### config.mk
export PLATFORM = sky130hd
export DESIGN_NAME = pv_surplus_charge_current_flat
export DESIGN_NICKNAME = d
export VERILOG_FILES = /design/src/sv/pvsc_pkg.sv /design/src/sv/pvsc_if.sv /design/src/sv/pvsc_ctrl.sv /design/src/sv/pvsc_dp.sv /design/src/sv/pv_surplus_charge_current.sv /design/src/flat_wrapper.sv
export SDC_FILE = /design/constraint.sdc
export NUM_CORES = 1
export LEC_CHECK = 0
export ABC_AREA = 1
export BUFFER_PORTS_ARGS = -buffer_cell sky130_fd_sc_hd__buf_2
export CAP_MARGIN = 10
export CORE_MARGIN = 3
export CORE_UTILIZATION = 60
export DETAILED_ROUTE_END_ITERATION = 16
export GPL_TIMING_DRIVEN = 0
export PLACE_DENSITY = 0.88
export SLEW_MARGIN = 10
export SYNTH_ARGS = -nofsm -noshare
export SYNTH_HDL_FRONTEND = slang
export SYNTH_SLANG_ARGS = --single-unit
### constraint.sdc
create_clock -name clk -period 9.9 [get_ports clk]
set_input_delay 1.485 -clock clk [delete_from_list [all_inputs] [get_ports clk]]
set_output_delay 1.485 -clock clk [all_outputs]
set_load 0.03 [all_outputs]
### src/sv/pvsc_pkg.sv
// ----------------------------------------------------------------------------
// pvsc_pkg
// Shared codes, widths and control bundles of the surplus charge controller.
// ----------------------------------------------------------------------------
package pvsc_pkg;

  // operating modes
  localparam logic [1:0] MODE_DISABLED = 2'd0;
  localparam logic [1:0] MODE_OFF      = 2'd1;
  localparam logic [1:0] MODE_SURPLUS  = 2'd2;
  localparam logic [1:0] MODE_MIN_PV   = 2'd3;

  // configuration register indexes
  localparam int unsigned CFG_IDX_W = 3;
  localparam logic [CFG_IDX_W-1:0] REG_OP_MODE      = 3'd0;
  localparam logic [CFG_IDX_W-1:0] REG_POWER_OFFSET = 3'd1;
  localparam logic [CFG_IDX_W-1:0] REG_WATTS_STEP   = 3'd2;
  localparam logic [CFG_IDX_W-1:0] REG_START_LIMIT  = 3'd3;
  localparam logic [CFG_IDX_W-1:0] REG_STOP_LIMIT   = 3'd4;
  localparam logic [CFG_IDX_W-1:0] REG_MIN_ON       = 3'd5;
  localparam logic [CFG_IDX_W-1:0] REG_INVERT_GRID  = 3'd6;

  localparam int unsigned CFG_DATA_W = 16;

  // accepted grid reading window, watts
  localparam logic signed [17:0] GRID_LO = -18'sd100000;
  localparam logic signed [17:0] GRID_HI = 18'sd100000;

  // milliseconds per minute
  localparam logic [15:0] MS_PER_MIN = 16'd60000;

  // divider: one quotient bit per step
  localparam int unsigned DIV_W     = 16;
  localparam int unsigned DIV_CNT_W = 4;

  typedef struct packed {
    logic load;      // latch the accepted item, update the grid reading
    logic calc;      // average surplus, set up divider and hold product
    logic div_step;  // one restoring divide step
    logic decide;    // hysteresis, hold and clamp
    logic emit;      // move the result into the output register
  } cmd_t;

  typedef struct packed {
    logic need_div;  // active mode with a car: the divide path runs
  } sts_t;

endpackage

### src/sv/pvsc_if.sv
// ----------------------------------------------------------------------------
// pvsc_if
// Valid/ready channels for input ticks and result items.
// ----------------------------------------------------------------------------
interface pvsc_in_if;
  logic               valid;
  logic               ready;
  logic               grid_valid;
  logic signed [17:0] grid_reading;
  logic               car_connected;
  logic [15:0]        charger_power;
  logic [7:0]         present_current;
  logic [7:0]         box_min_current;
  logic [31:0]        now_ms;

  modport source (output valid, grid_valid, grid_reading, car_connected, charger_power,
                  present_current, box_min_current, now_ms, input ready);
  modport sink   (input valid, grid_valid, grid_reading, car_connected, charger_power,
                  present_current, box_min_current, now_ms, output ready);
endinterface

interface pvsc_out_if;
  logic               valid;
  logic               ready;
  logic [7:0]         target_current;
  logic               change_request;
  logic signed [15:0] surplus_power;

  modport source (output valid, target_current, change_request, surplus_power,
                  input ready);
  modport sink   (input valid, target_current, change_request, surplus_power,
                  output ready);
endinterface

### src/sv/pvsc_ctrl.sv
// ----------------------------------------------------------------------------
// pvsc_ctrl
// Sequencer: accepts one tick, steps the datapath, hands off the result.
// ----------------------------------------------------------------------------
module pvsc_ctrl (
  input  logic            clk,
  input  logic            rst_n,
  input  logic            in_valid,
  output logic            in_ready,
  output logic            out_valid,
  input  logic            out_ready,
  input  pvsc_pkg::sts_t  sts,
  output pvsc_pkg::cmd_t  cmd
);

  localparam logic [2:0] S_IDLE   = 3'd0;
  localparam logic [2:0] S_CALC   = 3'd1;
  localparam logic [2:0] S_DIV    = 3'd2;
  localparam logic [2:0] S_DECIDE = 3'd3;
  localparam logic [2:0] S_EMIT   = 3'd4;

  logic [2:0]                     state_r, state_nxt;
  logic [pvsc_pkg::DIV_CNT_W-1:0] cnt_r, cnt_nxt;
  logic                           out_valid_r, out_valid_nxt;
  logic                           out_free;

  assign out_free  = !out_valid_r || out_ready;
  assign in_ready  = (state_r == S_IDLE);
  assign out_valid = out_valid_r;

  always_comb begin
    state_nxt     = state_r;
    cnt_nxt       = cnt_r;
    out_valid_nxt = out_valid_r && !out_ready;
    cmd           = '0;
    unique case (state_r)
      S_IDLE: begin
        if (in_valid) begin
          cmd.load  = 1'b1;
          state_nxt = S_CALC;
        end
      end
      S_CALC: begin
        cmd.calc  = 1'b1;
        cnt_nxt   = '0;
        state_nxt = sts.need_div ? S_DIV : S_EMIT;
      end
      S_DIV: begin
        cmd.div_step = 1'b1;
        cnt_nxt      = cnt_r + 1'b1;
        if (cnt_r == {pvsc_pkg::DIV_CNT_W{1'b1}}) begin
          state_nxt = S_DECIDE;
        end
      end
      S_DECIDE: begin
        cmd.decide = 1'b1;
        state_nxt  = S_EMIT;
      end
      S_EMIT: begin
        // hold until the output register is free
        if (out_free) begin
          cmd.emit      = 1'b1;
          out_valid_nxt = 1'b1;
          state_nxt     = S_IDLE;
        end
      end
      default: begin
        state_nxt = S_IDLE;
      end
    endcase
  end

  always_ff @(posedge clk) begin
    if (!rst_n) begin
      state_r     <= S_IDLE;
      cnt_r       <= '0;
      out_valid_r <= 1'b0;
    end else begin
      state_r     <= state_nxt;
      cnt_r       <= cnt_nxt;
      out_valid_r <= out_valid_nxt;
    end
  end

endmodule

### src/sv/pvsc_dp.sv
// ----------------------------------------------------------------------------
// pvsc_dp
// Datapath: configuration, state, surplus average, serial divider, decision.
// ----------------------------------------------------------------------------
module pvsc_dp #(
  parameter int CURRENT_MIN = 0,
  parameter int CURRENT_MAX = 160
) (
  input  logic                               clk,
  input  logic                               rst_n,
  input  pvsc_pkg::cmd_t                     cmd,
  output pvsc_pkg::sts_t                     sts,
  input  logic                               cfg_we,
  input  logic [pvsc_pkg::CFG_IDX_W-1:0]     cfg_idx,
  input  logic [pvsc_pkg::CFG_DATA_W-1:0]    cfg_wdata,
  input  logic                               in_grid_valid,
  input  logic signed [17:0]                 in_grid_reading,
  input  logic                               in_car_connected,
  input  logic [15:0]                        in_charger_power,
  input  logic [7:0]                         in_present_current,
  input  logic [7:0]                         in_box_min_current,
  input  logic [31:0]                        in_now_ms,
  output logic [7:0]                         out_target_current,
  output logic                               out_change_request,
  output logic signed [15:0]                 out_surplus_power
);

  localparam int unsigned W = pvsc_pkg::DIV_W;
  localparam logic [W-1:0] MIN_C = W'(CURRENT_MIN);
  localparam logic [W-1:0] MAX_C = W'(CURRENT_MAX);

  // configuration
  logic [1:0]         op_mode_r;
  logic signed [15:0] power_offset_r;
  logic [15:0]        wps_r;
  logic [7:0]         start_limit_r;
  logic [7:0]         stop_limit_r;
  logic [7:0]         min_on_r;
  logic               invert_r;

  // state
  logic signed [17:0] grid_power_r;
  logic signed [15:0] prev_surplus_r;
  logic [31:0]        act_time_r;

  // latched item
  logic               car_r;
  logic [15:0]        cpower_r;
  logic [7:0]         present_r;
  logic [7:0]         boxmin_r;
  logic [31:0]        now_r;

  // working registers
  logic [23:0]        hold_ms_r;
  logic               hold_r;
  logic               zero_tgt_r;
  logic [W-1:0]       rem_r;
  logic [W-1:0]       quo_r;
  logic [7:0]         res_tgt_r;
  logic               res_chg_r;
  logic signed [15:0] res_spl_r;

  // surplus average
  logic [15:0]        raw;
  logic signed [16:0] sum;
  logic signed [16:0] sum_adj;
  logic signed [15:0] avg;

  // divide step
  logic [W:0]         shifted;
  logic [W:0]         diff;
  logic               q_bit;

  // decision
  logic [31:0]        elapsed;
  logic               hold_nxt;
  logic [W-1:0]       tgt;
  logic               below;
  logic [W-1:0]       t_hyst;
  logic [W-1:0]       t_lo;
  logic [W-1:0]       t_clamp;

  assign sts.need_div = op_mode_r[1] && car_r;

  assign raw     = cpower_r - grid_power_r[15:0] - power_offset_r;
  assign sum     = 17'(signed'(raw)) + 17'(prev_surplus_r);
  // round toward zero: bias every negative sum by one before halving
  assign sum_adj = sum + 17'(sum[16]);
  assign avg     = sum_adj[16:1];

  assign shifted = {rem_r, quo_r[W-1]};
  assign diff    = shifted - {1'b0, wps_r};
  assign q_bit   = !diff[W];

  assign elapsed  = now_r - act_time_r;
  assign hold_nxt = (op_mode_r == pvsc_pkg::MODE_MIN_PV) ||
                    ((min_on_r != 8'd0) && (act_time_r != 32'd0) &&
                     (elapsed < {8'd0, hold_ms_r}));

  always_comb begin
    tgt     = zero_tgt_r ? '0 : quo_r;
    below   = (present_r == 8'd0) ? (tgt < W'(start_limit_r)) : (tgt < W'(stop_limit_r));
    t_hyst  = below ? (hold_r ? W'(boxmin_r) : '0) : tgt;
    t_lo    = (t_hyst < MIN_C) ? MIN_C : t_hyst;
    t_clamp = (t_lo > MAX_C) ? MAX_C : t_lo;
  end

  // configuration writes
  always_ff @(posedge clk) begin
    if (!rst_n) begin
      op_mode_r      <= pvsc_pkg::MODE_OFF;
      power_offset_r <= '0;
      wps_r          <= 16'd69;
      start_limit_r  <= 8'd61;
      stop_limit_r   <= 8'd60;
      min_on_r       <= '0;
      invert_r       <= 1'b0;
    end else if (cfg_we) begin
      unique case (cfg_idx)
        pvsc_pkg::REG_OP_MODE:      op_mode_r      <= cfg_wdata[1:0];
        pvsc_pkg::REG_POWER_OFFSET: power_offset_r <= cfg_wdata;
        pvsc_pkg::REG_WATTS_STEP:   wps_r          <= cfg_wdata;
        pvsc_pkg::REG_START_LIMIT:  start_limit_r  <= cfg_wdata[7:0];
        pvsc_pkg::REG_STOP_LIMIT:   stop_limit_r   <= cfg_wdata[7:0];
        pvsc_pkg::REG_MIN_ON:       min_on_r       <= cfg_wdata[7:0];
        pvsc_pkg::REG_INVERT_GRID:  invert_r       <= cfg_wdata[0];
        default: ;
      endcase
    end
  end

  // persistent state
  always_ff @(posedge clk) begin
    if (!rst_n) begin
      grid_power_r   <= '0;
      prev_surplus_r <= '0;
      act_time_r     <= '0;
    end else begin
      if (cmd.load && in_grid_valid &&
          (in_grid_reading >= pvsc_pkg::GRID_LO) && (in_grid_reading <= pvsc_pkg::GRID_HI)) begin
        grid_power_r <= invert_r ? -in_grid_reading : in_grid_reading;
      end
      if (cmd.calc) begin
        if (op_mode_r == pvsc_pkg::MODE_OFF || (op_mode_r[1] && !car_r)) begin
          prev_surplus_r <= '0;
        end else if (op_mode_r[1]) begin
          prev_surplus_r <= avg;
        end
      end
      if (cmd.decide && (present_r == 8'd0) && (t_clamp >= MIN_C)) begin
        act_time_r <= now_r;
      end
    end
  end

  // item, divider and result registers
  always_ff @(posedge clk) begin
    if (cmd.load) begin
      car_r     <= in_car_connected;
      cpower_r  <= in_charger_power;
      present_r <= in_present_current;
      boxmin_r  <= in_box_min_current;
      now_r     <= in_now_ms;
    end
    if (cmd.calc) begin
      hold_ms_r  <= 24'(min_on_r) * 24'(pvsc_pkg::MS_PER_MIN);
      rem_r      <= '0;
      quo_r      <= avg;
      zero_tgt_r <= (avg <= 16'sd0) || (wps_r == 16'd0);
      if (!op_mode_r[1]) begin
        res_tgt_r <= present_r;
        res_chg_r <= 1'b0;
        res_spl_r <= '0;
      end else if (!car_r) begin
        res_tgt_r <= '0;
        res_chg_r <= (present_r != 8'd0);
        res_spl_r <= '0;
      end else begin
        res_spl_r <= avg;
      end
    end
    if (cmd.div_step) begin
      rem_r  <= q_bit ? diff[W-1:0] : shifted[W-1:0];
      quo_r  <= {quo_r[W-2:0], q_bit};
      hold_r <= hold_nxt;
    end
    if (cmd.decide) begin
      res_tgt_r <= t_clamp[7:0];
      res_chg_r <= (t_clamp != W'(present_r));
    end
    if (cmd.emit) begin
      out_target_current <= res_tgt_r;
      out_change_request <= res_chg_r;
      out_surplus_power  <= res_spl_r;
    end
  end

endmodule

### src/sv/pv_surplus_charge_current.sv
// Timing: with a car in an active mode a tick passes CALC, the serial divider (one
// quotient bit per cycle), DECIDE and EMIT; otherwise only CALC and EMIT.
// Ticks are taken one at a time, a new one only back in IDLE; a result held by
// the sink stalls the next tick in EMIT.
// Reset: synchronous, active low; configuration registers return to their defaults and the
// grid reading, surplus average and activation stamp clear to zero.
// ----------------------------------------------------------------------------
// pv_surplus_charge_current
// Surplus-driven charge current controller, one result per tick.
// ----------------------------------------------------------------------------
module pv_surplus_charge_current #(
  parameter int CURRENT_MIN = 0,
  parameter int CURRENT_MAX = 160
) (
  input  logic                            clk,
  input  logic                            rst_n,
  pvsc_in_if.sink                         in_ch,
  pvsc_out_if.source                      out_ch,
  input  logic                            cfg_we,
  input  logic [pvsc_pkg::CFG_IDX_W-1:0]  cfg_idx,
  input  logic [pvsc_pkg::CFG_DATA_W-1:0] cfg_wdata
);

  pvsc_pkg::cmd_t cmd;
  pvsc_pkg::sts_t sts;

  pvsc_ctrl u_ctrl (
    .clk       (clk),
    .rst_n     (rst_n),
    .in_valid  (in_ch.valid),
    .in_ready  (in_ch.ready),
    .out_valid (out_ch.valid),
    .out_ready (out_ch.ready),
    .sts       (sts),
    .cmd       (cmd)
  );

  pvsc_dp #(
    .CURRENT_MIN (CURRENT_MIN),
    .CURRENT_MAX (CURRENT_MAX)
  ) u_dp (
    .clk                (clk),
    .rst_n              (rst_n),
    .cmd                (cmd),
    .sts                (sts),
    .cfg_we             (cfg_we),
    .cfg_idx            (cfg_idx),
    .cfg_wdata          (cfg_wdata),
    .in_grid_valid      (in_ch.grid_valid),
    .in_grid_reading    (in_ch.grid_reading),
    .in_car_connected   (in_ch.car_connected),
    .in_charger_power   (in_ch.charger_power),
    .in_present_current (in_ch.present_current),
    .in_box_min_current (in_ch.box_min_current),
    .in_now_ms          (in_ch.now_ms),
    .out_target_current (out_ch.target_current),
    .out_change_request (out_ch.change_request),
    .out_surplus_power  (out_ch.surplus_power)
  );

endmodule

### src/flat_wrapper.sv
// flat-port wrapper written by rule: the top's interface ports become plain ports
module pv_surplus_charge_current_flat 
#(
  parameter int CURRENT_MIN = 0,
  parameter int CURRENT_MAX = 160
)
  (clk, rst_n, cfg_we, cfg_idx, cfg_wdata, in_ch_valid, in_ch_grid_valid, in_ch_grid_reading, in_ch_car_connected, in_ch_charger_power, in_ch_present_current, in_ch_box_min_current, in_ch_now_ms, in_ch_ready, out_ch_valid, out_ch_target_current, out_ch_change_request, out_ch_surplus_power, out_ch_ready);
  pvsc_in_if in_ch_i ();
  pvsc_out_if out_ch_i ();
  input  logic clk;
  input  logic rst_n;
  input  logic cfg_we;
  input  logic [pvsc_pkg::CFG_IDX_W-1:0] cfg_idx;
  input  logic [pvsc_pkg::CFG_DATA_W-1:0] cfg_wdata;
  input wire logic [$bits(in_ch_i.valid)-1:0] in_ch_valid;
  input wire logic [$bits(in_ch_i.grid_valid)-1:0] in_ch_grid_valid;
  input wire logic [$bits(in_ch_i.grid_reading)-1:0] in_ch_grid_reading;
  input wire logic [$bits(in_ch_i.car_connected)-1:0] in_ch_car_connected;
  input wire logic [$bits(in_ch_i.charger_power)-1:0] in_ch_charger_power;
  input wire logic [$bits(in_ch_i.present_current)-1:0] in_ch_present_current;
  input wire logic [$bits(in_ch_i.box_min_current)-1:0] in_ch_box_min_current;
  input wire logic [$bits(in_ch_i.now_ms)-1:0] in_ch_now_ms;
  output wire logic [$bits(in_ch_i.ready)-1:0] in_ch_ready;
  output wire logic [$bits(out_ch_i.valid)-1:0] out_ch_valid;
  output wire logic [$bits(out_ch_i.target_current)-1:0] out_ch_target_current;
  output wire logic [$bits(out_ch_i.change_request)-1:0] out_ch_change_request;
  output wire logic [$bits(out_ch_i.surplus_power)-1:0] out_ch_surplus_power;
  input wire logic [$bits(out_ch_i.ready)-1:0] out_ch_ready;
  assign in_ch_i.valid = in_ch_valid;
  assign in_ch_i.grid_valid = in_ch_grid_valid;
  assign in_ch_i.grid_reading = in_ch_grid_reading;
  assign in_ch_i.car_connected = in_ch_car_connected;
  assign in_ch_i.charger_power = in_ch_charger_power;
  assign in_ch_i.present_current = in_ch_present_current;
  assign in_ch_i.box_min_current = in_ch_box_min_current;
  assign in_ch_i.now_ms = in_ch_now_ms;
  assign in_ch_ready = in_ch_i.ready;
  assign out_ch_valid = out_ch_i.valid;
  assign out_ch_target_current = out_ch_i.target_current;
  assign out_ch_change_request = out_ch_i.change_request;
  assign out_ch_surplus_power = out_ch_i.surplus_power;
  assign out_ch_i.ready = out_ch_ready;
  pv_surplus_charge_current #(.CURRENT_MIN(CURRENT_MIN), .CURRENT_MAX(CURRENT_MAX)) u_core (.clk(clk), .rst_n(rst_n), .in_ch(in_ch_i), .out_ch(out_ch_i), .cfg_we(cfg_we), .cfg_idx(cfg_idx), .cfg_wdata(cfg_wdata));
endmodule
==> reports/results.tsv <==
stage	metric	value	unit
timing	hold_violations	0	
drt	drt_pass1_iterations	5	
timing	worst_pin_slew	1.04	ns
clocking	clk_pin_slew	0.06	ns
global_routing	grt_overflow	0	
synthesis	synth_edf_count	168	
drt	wirelength	48400	um
synthesis	synth_seq_cells	299	
timing	period_share	60.8	%
synthesis	avgSynthCellArea	8.59	um^2
cells_and_area	syn2layout_area_growth	13.1	%
status	status	finished clean	
worst_setup_path	r2r-end	u_core.u_dp.zero_tgt_r$_DFFE_PP_	
clocking	h-tree-depth	2	
cells_and_area	fin_nets	2630	
floorplanning	initial_core_util	61.4	%
synthesis	ys_seq_area_share	41.8	%
min_path	hold_path.startpoint	u_core.u_dp.res_spl_r[4]$_SDFFCE_PN0P_	
floorplanning	die_h	181	um
min_path	holdPathEnd	u_core.u_dp.out_surplus_power[4]$_DFFE_PP_	
timing	setup_ws	3.88	ns
worst_setup_path	required	10.17	ns
synthesis	synthArstFlopShare	0	%
clocking	cts_buffer_depth	3	
power	ir_worst_vdd	0.000161	V
timing	finalClockSkew	0.0197	ns
global_routing	grt_pass1_wl	77600	um
worst_setup_path	crit_path_max_incr_delay	0.45	ns
floorplanning	dieArea	0.0327	mm^2
cells_and_area	fin_area	0.0207	mm^2
drt	drc_errors	0	
drt	detail_route.wl_per_cell	17.7	um
worst_setup_path	reg2reg_slack	3.88	ns
clocking	post_cts_resized	0	
place	dpl.hpwl	36800	um
worst_setup_path	crit_path_start_kind	flip-flop	
synthesis	synth_top_area_share	27.5	%
min_path	hp-class	flip-flop to flip-flop	
clocking	insertion_delay	0.52	ns
global_routing	grt_max_degree	35	
floorplanning	ios	135	
synthesis	yosysMostFrequentCell	inv_1	
clocking	ctsHoldBuffers	0	
global_routing	antenna_found_initial	0	
worst_setup_path	timing.rr.start	u_core.u_dp.grid_power_r[3]$_SDFFE_PN0P_	
worst_setup_path	cp_common_cell	nand2_1	
clocking	cts_buffers	35	
timing	grt_setup_unrepaired	false	
drt	final_antenna_net_count	0	
synthesis	synth_ff_type	edfxtp_1	
floorplanning	num_rows	63	
drt	post_drt_via_cell_ratio	5.76	
worst_setup_path	arrival	6.29	ns
synthesis	ys_top_cells_by_count	inv_1, nand2_1, a21oi_1	
floorplanning	die_x	181	um
timing	slew_headroom	30.2	%
cells_and_area	reg_top3	u_core.u_dp.act_time_r: 32 flops, u_core.u_dp.now_r: 32 flops, u_core.u_dp.hold_ms_r: 19 flops	
worst_setup_path	cp-end-kind	flip-flop	
clocking	cts_tree	done	
clocking	clock_sinks	299	
timing	finalSetupViolCount	0	
place	dp_slack	4.01	ns
cells_and_area	final_layout_size_suffix_gt1_share	9.28	%
worst_setup_path	worst_path_max_delay_cell	fa_1	
global_routing	grt_pass1_vias	15600	
clocking	cts_setup_buffers	0	
synthesis	synth_nets	2452	
cells_and_area	fill_cells	2231	
synthesis	synthCells	2136	
worst_setup_path	r2r_cells	38	
min_path	min_path_cells	0	
place	place_congestion	0.952	
timing	finalMaxSlewViolations	0	
timing	fin_crit	6.02	ns
power	p_leak	9.21	nW
power	p_per_area	192	mW/mm^2
floorplanning	core	0.0299	mm^2
global_routing	grt_usage	29.1	%
worst_setup_path	cp_max_fo	5	
drt	drt_iter0_drc	1470	
synthesis	synth_area	0.0183	mm^2
place	post_dp_cell_area	0.0196	mm^2
worst_setup_path	critical_path_class	flip-flop to flip-flop	
synthesis	ys_types	46	
synthesis	yosysTopAreaCell	edfxtp_1	
timing	fin_tns_setup	0	ns
timing	max_freq	166	MHz
synthesis	ys_warn_count	0	
place	portBuffers	133	
run	maxCapViolations	0	
clocking	cts_root_buf	clkbuf_16	
drt	vias	15700	
synthesis	synth_area_leaders	edfxtp_1, dfxtp_1, ha_1	
metrics by stage:
step | utilization, % | instances | hold slack (ns) | power [mW]
2_1_floorplan | - | 2136 | 0.400 | 2.36
3_3_place_gp | 65.3 | 2659 | 0.402 | 2.64
3_5_place_dp | 65.7 | 2667 | 0.405 | 2.69
4_1_cts | 69.4 | 2729 | 0.412 | 3.98
5_1_grt | 69.4 | 2729 | 0.417 | 4.20
6_report | 69.4 | 2730 | 0.416 | 3.98
cell usage in the layout (no fill, tap or decap), types with 16 or more instances in the layout:
master / instances
nand2_1: 294
buf_2: 134
nor2_1: 173
fa_1: 39
edfxtp_1: 168
o21ai_0: 197
dfxtp_1: 131
nor3_1: 17
inv_1: 352
nand3_1: 61
xnor2_1: 35
a21oi_1: 232
nand4_1: 24
clkbuf_16: 35
clkbuf_1: 49
a31oi_1: 16
ha_1: 169
a211oi_1: 19
xor2_1: 68
worst max path at each step:
| stage | startpoint | endpoint | cells after the start |
|---|---|---|---|
| final | u_core.u_dp.grid_power_r[3]$_SDFFE_PN0P_ | u_core.u_dp.zero_tgt_r$_DFFE_PP_ | 38 |
| after global routing | u_core.u_dp.grid_power_r[3]$_SDFFE_PN0P_ | u_core.u_dp.zero_tgt_r$_DFFE_PP_ | 38 |
| after CTS | u_core.u_dp.grid_power_r[3]$_SDFFE_PN0P_ | u_core.u_dp.zero_tgt_r$_DFFE_PP_ | 38 |
| after detailed placement | u_core.u_dp.grid_power_r[3]$_SDFFE_PN0P_ | u_core.u_dp.zero_tgt_r$_DFFE_PP_ | 38 |
| after global placement | in_ch_valid | u_core.u_dp.grid_power_r[14]$_SDFFE_PN0P_ | 10 |
| after floorplan | in_ch_valid | u_core.u_dp.grid_power_r[10]$_SDFFE_PN0P_ | 9 |
metal layers:
metal | track usage, % | share of wire, %
met1 | 37.2 | 40
met3 | 5.19 | 8.7
met4 | 11.2 | 4.1
met5 | 0 | 0
met2 | 49.3 | 47
power breakdown:
group / internal (mW) / switching [mW]
Clock: 0.773 / 0.510
Sequential: 1.44 / 0.0494
Combinational: 0.406 / 0.804
Total: 2.62 / 1.36
cell families after synthesis:
kind of cell / Yosys count / synth area share [%]
XOR/XNOR: 103 / 4.92
AND/OR/NAND/NOR: 610 / 14.0
buffers and inverters: 398 / 8.15
adder cells (fa/ha/maj): 208 / 15.8
flip-flops: 299 / 41.8
AO/OA/AOI/OAI: 518 / 15.3
area by class of cell:
class	instances	area (um^2)	area share, %
Timing Repair Buffer	141	758	3.66
Tap cell	390	488	2.35
Clock inverter	15	183	0.881
Multi-Input combinational cell	1439	9210	44.4
Antenna cell	1	2.50	0.0121
Inverter	356	1340	6.44
Sequential cell	299	7670	37.0
Buffer	42	159	0.766
Clock buffer	47	941	4.54
worst max-delay path, delay by kind of cell (launching register included):
| family | cells | cell delay, ns |
|---|---|---|
| and+or+nand+nor | 22 | 2.28 |
| adders and majority gates | 4 | 1.36 |
| AOI/OAI and AO/OA | 7 | 1.26 |
| DFF | 1 | 0.35 |
| buffers and inverters | 4 | 0.30 |
| xor gates and xnor gates | 1 | 0.22 |
Power figures use the tool's default switching activity.
